==> config.mk <==
export PLATFORM = sky130hd
export DESIGN_NAME = cnms_queue
export DESIGN_NICKNAME = d
export VERILOG_FILES = /design/src/sv/cnms_queue.sv
export SDC_FILE = /design/constraint.sdc
export NUM_CORES = 1
export LEC_CHECK = 0
export BUFFER_PORTS_ARGS = -buffer_cell sky130_fd_sc_hd__buf_2
export CORE_UTILIZATION = 51
export CTS_BUF_LIST = sky130_fd_sc_hd__clkbuf_2 sky130_fd_sc_hd__clkbuf_4 sky130_fd_sc_hd__clkbuf_8
export DETAILED_ROUTE_END_ITERATION = 12
export PLACE_DENSITY = 0.83
export SLEW_MARGIN = 10
export SYNTH_ARGS = -nofsm -noshare
export SYNTH_HDL_FRONTEND = slang
export SYNTH_SLANG_ARGS = --single-unit
==> constraint.sdc <==
create_clock -name clk -period 3.45 [get_ports clk]
set_input_delay 0.69 -clock clk [delete_from_list [all_inputs] [get_ports clk]]
set_output_delay 0.69 -clock clk [all_outputs]
set_load 0.02 [all_outputs]
==> src/sv/cnms_queue.sv <==
// ----------------------------------------------------------------------------
// cnms_queue: small synchronous FIFO
// Register based queue with full and empty flags, used between the stages.
// ----------------------------------------------------------------------------
module cnms_queue #(
  parameter int DATA_W = 8,
  parameter int DEPTH  = 2
) (
  input  logic              clk,
  input  logic              rst,
  input  logic              push,
  input  logic [DATA_W-1:0] wdata,
  output logic              full,
  input  logic              pop,
  output logic [DATA_W-1:0] rdata,
  output logic              empty
);

  localparam int PW = (DEPTH > 1) ? $clog2(DEPTH) : 1;
  localparam int CW = $clog2(DEPTH + 1);

  logic [DATA_W-1:0] slots [DEPTH];
  logic [PW-1:0]     wr_ptr;
  logic [PW-1:0]     rd_ptr;
  logic [CW-1:0]     count;
  logic              do_push;
  logic              do_pop;

  assign full    = (count == CW'(DEPTH));
  assign empty   = (count == '0);
  assign do_push = push && !full;
  assign do_pop  = pop && !empty;
  assign rdata   = slots[rd_ptr];

  always_ff @(posedge clk) begin
    if (rst) begin
      wr_ptr <= '0;
      rd_ptr <= '0;
      count  <= '0;
    end else begin
      if (do_push) begin
        wr_ptr <= (wr_ptr == PW'(DEPTH - 1)) ? '0 : wr_ptr + PW'(1);
      end
      if (do_pop) begin
        rd_ptr <= (rd_ptr == PW'(DEPTH - 1)) ? '0 : rd_ptr + PW'(1);
      end
      if (do_push && !do_pop) begin
        count <= count + CW'(1);
      end else if (do_pop && !do_push) begin
        count <= count - CW'(1);
      end
    end
  end

  always_ff @(posedge clk) begin
    if (do_push) begin
      slots[wr_ptr] <= wdata;
    end
  end

endmodule

==> impl_metrics.tcl <==
set metrics [dict create \
    yosysTopAreaCell "edfxtp_1" \
    leakagePower_nw 0.381 \
    nFillCells 99 \
    clock-sinks 21 \
    synth_top_area_share_pct 60.6 \
    required_ns 2.76 \
    finalCriticalPeriod_ns 2.08 \
    wl_met3_um 79 \
    status "finished clean" \
    relSlewSlack_pct 73.4 \
    ys_seq_elements 21 \
    cts_setup_buffers 0 \
    clock_latency_ns 0.30 \
    syn_area_um2 793 \
    antenna_found_initial 0 \
    post-synth-top-count-cell "edfxtp_1" \
    min_path_type "reg2reg" \
    tns_ns 0 \
    setup_viol 0 \
    die-width_um 41.4 \
    skew_ns 0.00809 \
    synthTopCellsByCount "edfxtp_1, mux2_2, dfxtp_1, nor2_1" \
    area.growth.synth_to_final_pct 18.5 \
    htree_levels 1 \
    initial_utilization_pct 58.1 \
    cts_hold_buf 0 \
    core_um2 1370 \
    slew_violations 0 \
    io_buffer_count 21 \
    synth.area.top_cells "edfxtp_1, dfxtp_1, mux2_2, xor2_1, nor2_1" \
    cts.clk_slew.worst_paths_ns 0.12 \
    die-area_um2 1720 \
    synthFlopType "edfxtp_1" \
    maxCapViolations 0 \
    drt-total-wl_um 1360 \
    layout-drive-gt1-share_pct 45.9 \
    stdcell_count 89 \
    cts_root_buffer "clkbuf_4" \
    ios 22 \
    postSynthAreaPerCell_um2 15.9 \
    ys_types 13 \
    drtIter0Drc 9 \
    cts_buffers 3 \
    gp_congestion 0.673 \
    ant_nets 0 \
    path_max_fanout 8 \
    overflow 0 \
    hold_violations 0 \
    avgRoutedWirePerCell_um 15.3 \
    vias_per_cell 5.47 \
    num_antenna_cells 0 \
    fmax_mhz 480 \
    cts_tree "done" \
    ff_latch_area_um2 581 \
    post_cts_resized 0 \
    yosysWarnings 0 \
    drc 0 \
    end_kind "primary output" \
    firstDrtPassIters 4 \
    multiInputGateArea_um2 200 \
    peakVddDrop_uv 506 \
    synth_edf_count 16 \
    syn_nets 63 \
    critPathKind "reg2out" \
    worst_setup_path_start_kind "flop" \
    worst_path_largest_cell_delay_ns 0.55 \
    synth.yosys.seq_area_share_pct 73.2 \
    vias 487 \
    fp.dieH_um 41.4 \
    grt_pass1_wl_um 2240 \
    grt_max_degree 13 \
    grt_pass1_vias 485 \
    crit_chain "mux2_2 -> buf_2" \
    clockBufferDepth 2 \
    cp_data_arrival_time_ns 1.39 \
    drt-met1-wl_um 558 \
    met2_length_um 713 \
    top_layer "met4" \
    grt_use_total_pct 17.6 \
    numPlacedInstances 85 \
    p_per_area_nw_per_um2 753 \
    async_flop_share_pct 0 \
    timing.final.crit_share_pct 60.4 \
    dp_hpwl_um 975 \
    worst_pin_slew_ns 0.400 \
    fin_nets 88 \
    rows 13 \
    grt_setup_unrepaired "no" \
    crit_path_top_delay_cell "dfxtp_1" \
    syn_inst 50 \
]
[per-layer routing]
layer	vias to the layer above	global-route usage, %
met4	0	6.45
met1	236	21.3
li1	227	-
met5	-	0
met2	22	30.6
met3	2	3.91
[metrics by stage]
stage / worst slack, ns / hold WS (ns) / cell area, um2 / total power, W / utilization (%)
2_1_floorplan: 1.76 / 0.452 / 793 / 0.000527 / -
3_3_place_gp: 1.66 / 0.466 / 912 / 0.000585 / 66.8
3_5_place_dp: 1.62 / 0.490 / 912 / 0.000597 / 66.8
4_1_cts: 1.35 / 0.515 / 940 / 0.000710 / 68.8
5_1_grt: 1.29 / 0.567 / 940 / 0.000748 / 68.8
6_report: 1.37 / 0.514 / 940 / 0.000708 / 68.8
[kinds of logic (layout without fill, tap and decap cells)]
logic type	Yosys count	count (layout)	synth area share, %
flip-flops	21	21	73.2
AND/OR/NAND/NOR	9	9	5.84
multiplexers	8	8	11.4
AO/OA/AOI/OAI	5	5	3.15
XOR/XNOR	3	3	3.31
buffers and inverters	3	27	1.58
adder cells (fa/ha/maj)	1	1	1.58
[worst max-delay path: cells and delay by family, from the launching register on]
family	cells	cell delay, ns
buffers and inverters	1	0.16
flip-flops	1	0.55
multiplexers	1	0.39
[report_power, final]
group / switching, W / internal (W)
clock network: 0.0000730 / 0.0000432
logic: 0.000135 / 0.0000999
registers: 0.0000344 / 0.000323
total: 0.000242 / 0.000466
[flip-flops by register name (all words and copies together), names as in the netlist, named ones only]
name and count:
slots 16, wr_ptr 1, rd_ptr 1, count 2
[placed cells by master (no fill, tap or decap), drive strengths merged]
master  synthesis  layout
edfxtp         16      16
inv             2       2
dfxtp           5       5
or3             2       2
clkbuf          0       3
mux2            8       8
and2            1       1
clkinv          0       1
buf             1      21
nor2            5       5
ha              1       1
o21ai           3       3
xor2            3       3
a21oi           2       2
nor2b           1       1
[cell type report]
class	count	share of cell area (%)
flip-flops and latches	21	61.8
clock inverters	1	0.533
clock buffers	3	2.40
well taps	15	2.00
repair buffers	21	11.2
multi-input cells	26	21.3
inverters	2	0.799
[path summary, 6_finish.rpt]
| kind | cells after the start | slack (ns) | endpoint | from |
|---|---|---|---|---|
| max | 2 | 1.37 | rdata[5] | flop |
| min | 2 | 0.51 | wr_ptr$_SDFFE_PP0N_ | wr_ptr$_SDFFE_PP0N_ |
| max reg2reg | 5 | 1.86 | count[1]$_SDFFE_PP0P_ | count[1]$_SDFFE_PP0P_ |
| min reg2reg | 2 | 0.51 | wr_ptr$_SDFFE_PP0N_ | wr_ptr$_SDFFE_PP0N_ |
Note: power is estimated with default switching activity, not from simulation.
