==> src/sv/cnms_pkg.sv <==
// ----------------------------------------------------------------------------
// cnms_pkg: shared types and constants for the non-maximum suppression unit
// Pixel and result payload types, register indexes, direction classes and
// the line buffer word layout.
// ----------------------------------------------------------------------------
package cnms_pkg;

  localparam int MAG_W     = 8;
  localparam int GRAD_W    = 16;
  localparam int CFG_W     = 13;
  localparam int OUT_ROW_W = 12;
  localparam int OUT_COL_W = 10;

  localparam logic [MAG_W-1:0] EDGE_STRONG = 8'd255;
  localparam logic [MAG_W-1:0] EDGE_WEAK   = 8'd125;
  localparam logic [MAG_W-1:0] EDGE_NONE   = 8'd0;
  localparam logic [7:0]       CODE_HORZ   = 8'd0;
  localparam logic [7:0]       CODE_VERT   = 8'd90;

  // Register indexes of the configuration port.
  localparam logic [1:0] REG_LOW_THR  = 2'd0;
  localparam logic [1:0] REG_HIGH_THR = 2'd1;
  localparam logic [1:0] REG_WIDTH    = 2'd2;
  localparam logic [1:0] REG_HEIGHT   = 2'd3;

  typedef enum logic [1:0] {
    DIR_HORZ     = 2'd0,
    DIR_VERT     = 2'd1,
    DIR_DIAG_POS = 2'd2,
    DIR_DIAG_NEG = 2'd3
  } dir_class_t;

  typedef struct packed {
    logic        [MAG_W-1:0]  grad_magnitude;
    logic signed [7:0]        direction_code;
    logic signed [GRAD_W-1:0] grad_x;
    logic signed [GRAD_W-1:0] grad_y;
    logic                     frame_start;
  } pixel_t;

  typedef struct packed {
    logic [MAG_W-1:0]     edge_value;
    logic [OUT_ROW_W-1:0] out_row;
    logic [OUT_COL_W-1:0] out_col;
  } result_t;

  // Work item handed from the front to the back (column address travels beside it).
  typedef struct packed {
    logic [MAG_W-1:0]     mag;
    dir_class_t           cls;
    logic                 emit;
    logic                 interior;
    logic [OUT_ROW_W-1:0] out_row;
    logic [OUT_COL_W-1:0] out_col;
  } work_t;

  typedef struct packed {
    logic [MAG_W-1:0] low;
    logic [MAG_W-1:0] high;
  } thresh_t;

  // One line buffer entry: two rows back, one row back, class of one row back.
  typedef struct packed {
    logic [MAG_W-1:0] top;
    logic [MAG_W-1:0] mid;
    dir_class_t       cls;
  } line_word_t;

endpackage

==> src/sv/cnms_front.sv <==
// ----------------------------------------------------------------------------
// cnms_front: pixel intake and classification
// Tracks the raster position, classifies the gradient direction and decides
// whether the pixel one row and one column back is emitted and interior.
// ----------------------------------------------------------------------------
module cnms_front #(
  parameter int MAX_WIDTH  = 1024,
  parameter int MAX_HEIGHT = 4096,
  parameter int COL_W      = 10
) (
  input  logic                           clk,
  input  logic                           rst,
  input  logic                           push,
  input  cnms_pkg::pixel_t               pixel,
  output logic                           full,
  input  logic [10:0]                    image_width,
  input  logic [12:0]                    image_height,
  input  logic                           back_busy,
  input  logic                           q_full,
  output logic                           q_push,
  output cnms_pkg::work_t                work,
  output logic [COL_W-1:0]               work_addr
);
  import cnms_pkg::*;

  localparam int ROW_W = $clog2(MAX_HEIGHT);
  localparam int WCW   = $clog2(MAX_WIDTH + 1);
  localparam int RCW   = $clog2(MAX_HEIGHT + 1);

  logic [COL_W-1:0] col;
  logic [ROW_W-1:0] row;
  logic [COL_W-1:0] col_next;
  logic [ROW_W-1:0] row_next;
  logic [WCW-1:0]   eff_w;
  logic [RCW-1:0]   eff_h;
  logic [COL_W-1:0] c_base;
  logic [ROW_W-1:0] r_base;
  logic [COL_W-1:0] c_cur;
  logic [ROW_W-1:0] r_cur;
  logic [WCW-1:0]   c_inc;
  logic [RCW-1:0]   r_inc;
  logic             accept;
  logic             gx_neg;
  logic             gy_neg;
  logic             gx_pos;
  logic             gy_pos;
  dir_class_t       cls;

  assign full   = q_full || back_busy;
  assign accept = push && !full;
  assign q_push = accept;

  // Geometry clamped to 1..MAX.
  always_comb begin
    if (image_width == '0) begin
      eff_w = WCW'(1);
    end else if (32'(image_width) > MAX_WIDTH) begin
      eff_w = WCW'(MAX_WIDTH);
    end else begin
      eff_w = WCW'(image_width);
    end
    if (image_height == '0) begin
      eff_h = RCW'(1);
    end else if (32'(image_height) > MAX_HEIGHT) begin
      eff_h = RCW'(MAX_HEIGHT);
    end else begin
      eff_h = RCW'(image_height);
    end
  end

  always_comb begin
    r_base = pixel.frame_start ? '0 : row;
    c_base = pixel.frame_start ? '0 : col;
    r_cur  = (RCW'(r_base) >= eff_h) ? '0 : r_base;
    c_cur  = (WCW'(c_base) >= eff_w) ? '0 : c_base;
    c_inc  = WCW'(c_cur) + WCW'(1);
    r_inc  = RCW'(r_cur) + RCW'(1);
    if (c_inc >= eff_w) begin
      col_next = '0;
      row_next = (r_inc >= eff_h) ? '0 : ROW_W'(r_inc);
    end else begin
      col_next = COL_W'(c_inc);
      row_next = r_cur;
    end
  end

  always_comb begin
    gx_neg = pixel.grad_x[GRAD_W-1];
    gy_neg = pixel.grad_y[GRAD_W-1];
    gx_pos = !gx_neg && (pixel.grad_x != '0);
    gy_pos = !gy_neg && (pixel.grad_y != '0);
    if (pixel.direction_code == CODE_HORZ) begin
      cls = DIR_HORZ;
    end else if (pixel.direction_code == CODE_VERT) begin
      cls = DIR_VERT;
    end else if ((gx_neg && gy_pos) || (gx_pos && gy_neg)) begin
      cls = DIR_DIAG_POS;
    end else begin
      cls = DIR_DIAG_NEG;
    end
  end

  always_comb begin
    work.mag      = pixel.grad_magnitude;
    work.cls      = cls;
    work.emit     = (r_cur != '0) && (c_cur != '0);
    work.interior = (r_cur >= ROW_W'(3)) && (r_inc < eff_h) &&
                    (c_cur >= COL_W'(3)) && (c_inc < eff_w);
    work.out_row  = OUT_ROW_W'(r_cur - ROW_W'(1));
    work.out_col  = OUT_COL_W'(c_cur - COL_W'(1));
    work_addr     = c_cur;
  end

  always_ff @(posedge clk) begin
    if (rst) begin
      row <= '0;
      col <= '0;
    end else if (accept) begin
      row <= row_next;
      col <= col_next;
    end
  end

endmodule

==> config.mk <==
export PLATFORM = sky130hd
export DESIGN_NAME = cnms_front
export DESIGN_NICKNAME = d
export VERILOG_FILES = /design/src/sv/cnms_pkg.sv /design/src/sv/cnms_front.sv
export SDC_FILE = /design/constraint.sdc
export NUM_CORES = 1
export LEC_CHECK = 0
export ABC_CLOCK_PERIOD_IN_PS = 13850
export BUFFER_PORTS_ARGS = -buffer_cell sky130_fd_sc_hd__buf_4
export CORE_MARGIN = 2
export CORE_UTILIZATION = 56
export DETAILED_ROUTE_END_ITERATION = 6
export GPL_TIMING_DRIVEN = 1
export PLACE_DENSITY = 0.88
export SYNTH_ARGS = -nofsm -noshare
export SYNTH_HDL_FRONTEND = slang
export SYNTH_SLANG_ARGS = --single-unit
==> constraint.sdc <==
create_clock -name clk -period 13.85 [get_ports clk]
set_input_delay 0.6925 -clock clk [delete_from_list [all_inputs] [get_ports clk]]
set_output_delay 0.6925 -clock clk [all_outputs]
set_load 0.02 [all_outputs]
==> results.sh <==
export IMPL_avgViaCountPerCell=6.23
export IMPL_grt_pass1_vias=3714
export IMPL_clock_power_share_pct=32.7
export IMPL_crit_end="work[22]"
export IMPL_min_period_ns=6.53
export IMPL_ios=124
export IMPL_synth_seq_cells=22
export IMPL_nFillCells=497
export IMPL_wl_um=10700
export IMPL_setup_viol=0
export IMPL_intPower_uw=129
export IMPL_yosysUniqueCellTypes=61
export IMPL_cts_tree="done"
export IMPL_synth_top_area_cell="ha_1"
export IMPL_antenna_found_initial=0
export IMPL_ctsResizeCount=0
export IMPL_hpwl_um=8670
export IMPL_ant_nets=0
export IMPL_drive_gt1_share_pct=23.5
export IMPL_required_ns=13.16
export IMPL_clk_pin_slew_ns=0.08
export IMPL_grt_overflow=0
export IMPL_multi_input_area_um2=2820
export IMPL_preCtsSetupSlack_ns=7.41
export IMPL_outcome="finished clean"
export IMPL_die_x_um=83.1
export IMPL_yosys_warnings=0
export IMPL_syn_avg_cell_area_um2=7.23
export IMPL_cp_arrival_ns=5.84
export IMPL_crit_start="pixel[0]"
export IMPL_synth_async_sr_flop_share_pct=0
export IMPL_syn_area_um2=3500
export IMPL_leakagePower_nw=2.05
export IMPL_core_region_area_um2=5990
export IMPL_max_freq_mhz=153
export IMPL_r2r_slack_ns=7.83
export IMPL_ctsRootBufferMaster="clkbuf_8"
export IMPL_cp_end_kind="output port"
export IMPL_grt_start_max_net_pins=28
export IMPL_grt_total_usage_pct=29.7
export IMPL_drt_first_pass_iters=5
export IMPL_ff_latch_area_um2=440
export IMPL_num_rows=28
export IMPL_min_period_over_period_pct=47.2
export IMPL_max_vdd_ir_drop_mv=0.0335
export IMPL_worstSetupPathType="in -> out"
export IMPL_clk_path_buf_depth=2
export IMPL_fp_dieH_um=83.1
export IMPL_diodes=0
export IMPL_p_seq_share_pct=35.0
export IMPL_layout_common_cells="buf_4, nand2_1, ha_1"
export IMPL_layout_commonest_cell="buf_4"
export IMPL_p_sw_share_pct=29.5
export IMPL_synthFlopType="dfxtp_1"
export IMPL_synth_edf_count=0
export IMPL_h_tree_depth=1
export IMPL_drc=0
export IMPL_cts_sinks=22
export IMPL_finalSetupTns_ns=0
export IMPL_syn_nets=614
export IMPL_die_area_um2=6900
export IMPL_comb_power_share_pct=32.2
export IMPL_post_cts_setup_buffers=0
export IMPL_clk_latency_ns=0.26
export IMPL_rr_worst_depth=23
export IMPL_syn_inst=484
export IMPL_r2r_start="col[6]"
export IMPL_ys_seq_area_share_pct=12.6
export IMPL_drv_cap=0
export IMPL_worstMarginPinSlew_ns=0.760
export IMPL_via_count=3994
export IMPL_grt_setup_unrepaired="no"
export IMPL_cp_max_fo=27
export IMPL_power_per_cell_area_nw_per_um2=42.5
export IMPL_grt_pass1_wl_um=17300
export IMPL_gp_congestion=0.929
export IMPL_fin_nets=697
export IMPL_start_util_pct=58.4
export IMPL_crit_path_start_kind="primary input"
export IMPL_numCtsBuffers=3
export IMPL_switching_power_uw=54.0
export IMPL_netlist_area_leader_share_pct=18.6
export IMPL_finalWorstSetupSlack_ns=7.32
export IMPL_cts_hold_buf=0
export IMPL_r2r_end="row[6]"
export IMPL_hold_violations=0
export IMPL_ys_top_cells_by_area="ha_1, dfxtp_1, nand2_1"
export IMPL_finClkSkew_ns=0.00581
export IMPL_wl_per_cell_um=16.6
export IMPL_slew_headroom_pct=49.2
export IMPL_port_buffers=107
export IMPL_drtIter0Drc=319
export IMPL_hold_path_class="reg -> reg"
export IMPL_area_growth_pct=23.1
export IMPL_maxSlewViolCount=0
## power groups by stage
stage	registers (mW)	logic (mW)	clock network, mW
floorplan	0.0654	0.0348	0
global placement	0.0657	0.0569	0
detailed placement	0.0656	0.0584	0
CTS	0.0641	0.0587	0.0598
global route	0.0642	0.0649	0.0630
finish	0.0642	0.0591	0.0600
## cell type report
class	instances	share of cell area, %
Clock buffer	3	0.958
Inverter	21	1.83
Timing Repair Buffer	108	18.8
Clock inverter	1	0.697
Tap cell	75	2.18
Multi-Input combinational cell	411	65.3
Sequential cell	22	10.2
## per-layer routing
| metal | track usage [%] | share of wire [%] |
|---|---|---|
| met5 | 0 | 0 |
| met3 | 4.47 | 9.2 |
| met2 | 49.0 | 46 |
| met1 | 39.5 | 43 |
| met4 | 9.69 | 1.9 |
## cells by family (layout without fill, tap and decap cells)
group                      Yosys count  count (layout)  synth area share [%]
DFF                                 22              22                  12.6
AOI/OAI and AO/OA                  101             101                  20.7
adders and majority gates           52              52                  18.6
xor gates and xnor gates            26              26                  6.50
and+or+nand+nor                    232             232                  34.6
buffers and inverters               51             133                  7.00
## flip-flops by register name, summed over array words and instances (netlist names)
register and flops:
col 10, row 12
## synthesized netlist by cell type (7+ instances only)
| master | number |
|---|---|
| xnor2_1 | 16 |
| ha_1 | 52 |
| nor2b_1 | 21 |
| dfxtp_1 | 22 |
| a22o_1 | 12 |
| xor2_1 | 10 |
| nand2_1 | 62 |
| buf_4 | 11 |
| nor4_1 | 17 |
| inv_1 | 20 |
| nand3_1 | 14 |
| or3_1 | 9 |
| and3_1 | 10 |
| o21ai_0 | 18 |
| nor2_1 | 42 |
| a31oi_1 | 7 |
| a21oi_1 | 27 |
| nor3_1 | 19 |
| clkbuf_1 | 12 |
## worst min path at each step
stage                      start  endpoint  slack, ns  cells after the start
after floorplan           col[4]    col[4]       0.48                      1
after global placement    col[2]    col[2]       0.50                      1
after detailed placement  col[2]    col[2]       0.51                      1
after CTS                 col[2]    col[2]       0.53                      1
after global routing      col[2]    col[2]       0.55                      1
final                     col[2]    col[2]       0.53                      1
## critical path, stage by stage
cell	delay, ns
buf_4	0.23
nor2b_1	0.50
ha_1	0.34
a21oi_1	0.11
o21ai_0	0.10
a21oi_1	0.14
a21oi_1	0.09
buf_4	0.21
nor2_2	0.51
nand2_1	0.28
inv_1	0.19
ha_1	0.25
and3_1	0.21
xnor2_1	0.07
nor2_1	0.18
ha_1	0.29
a22o_1	0.23
o41ai_2	0.42
nand4_1	0.16
a221oi_1	0.38
buf_4	0.22
## stage by stage
step	hold slack (ns)	cells	total power, mW	area (um^2)	util [%]
after global routing	0.554	641	0.192	4310	72.0
after global placement	0.505	637	0.123	4240	70.8
final	0.531	641	0.183	4310	72.0
after floorplan	0.478	484	0.100	3500	-
after detailed placement	0.511	637	0.124	4240	70.8
after CTS	0.532	641	0.183	4310	72.0
Note: power is estimated with default switching activity, not from simulation.
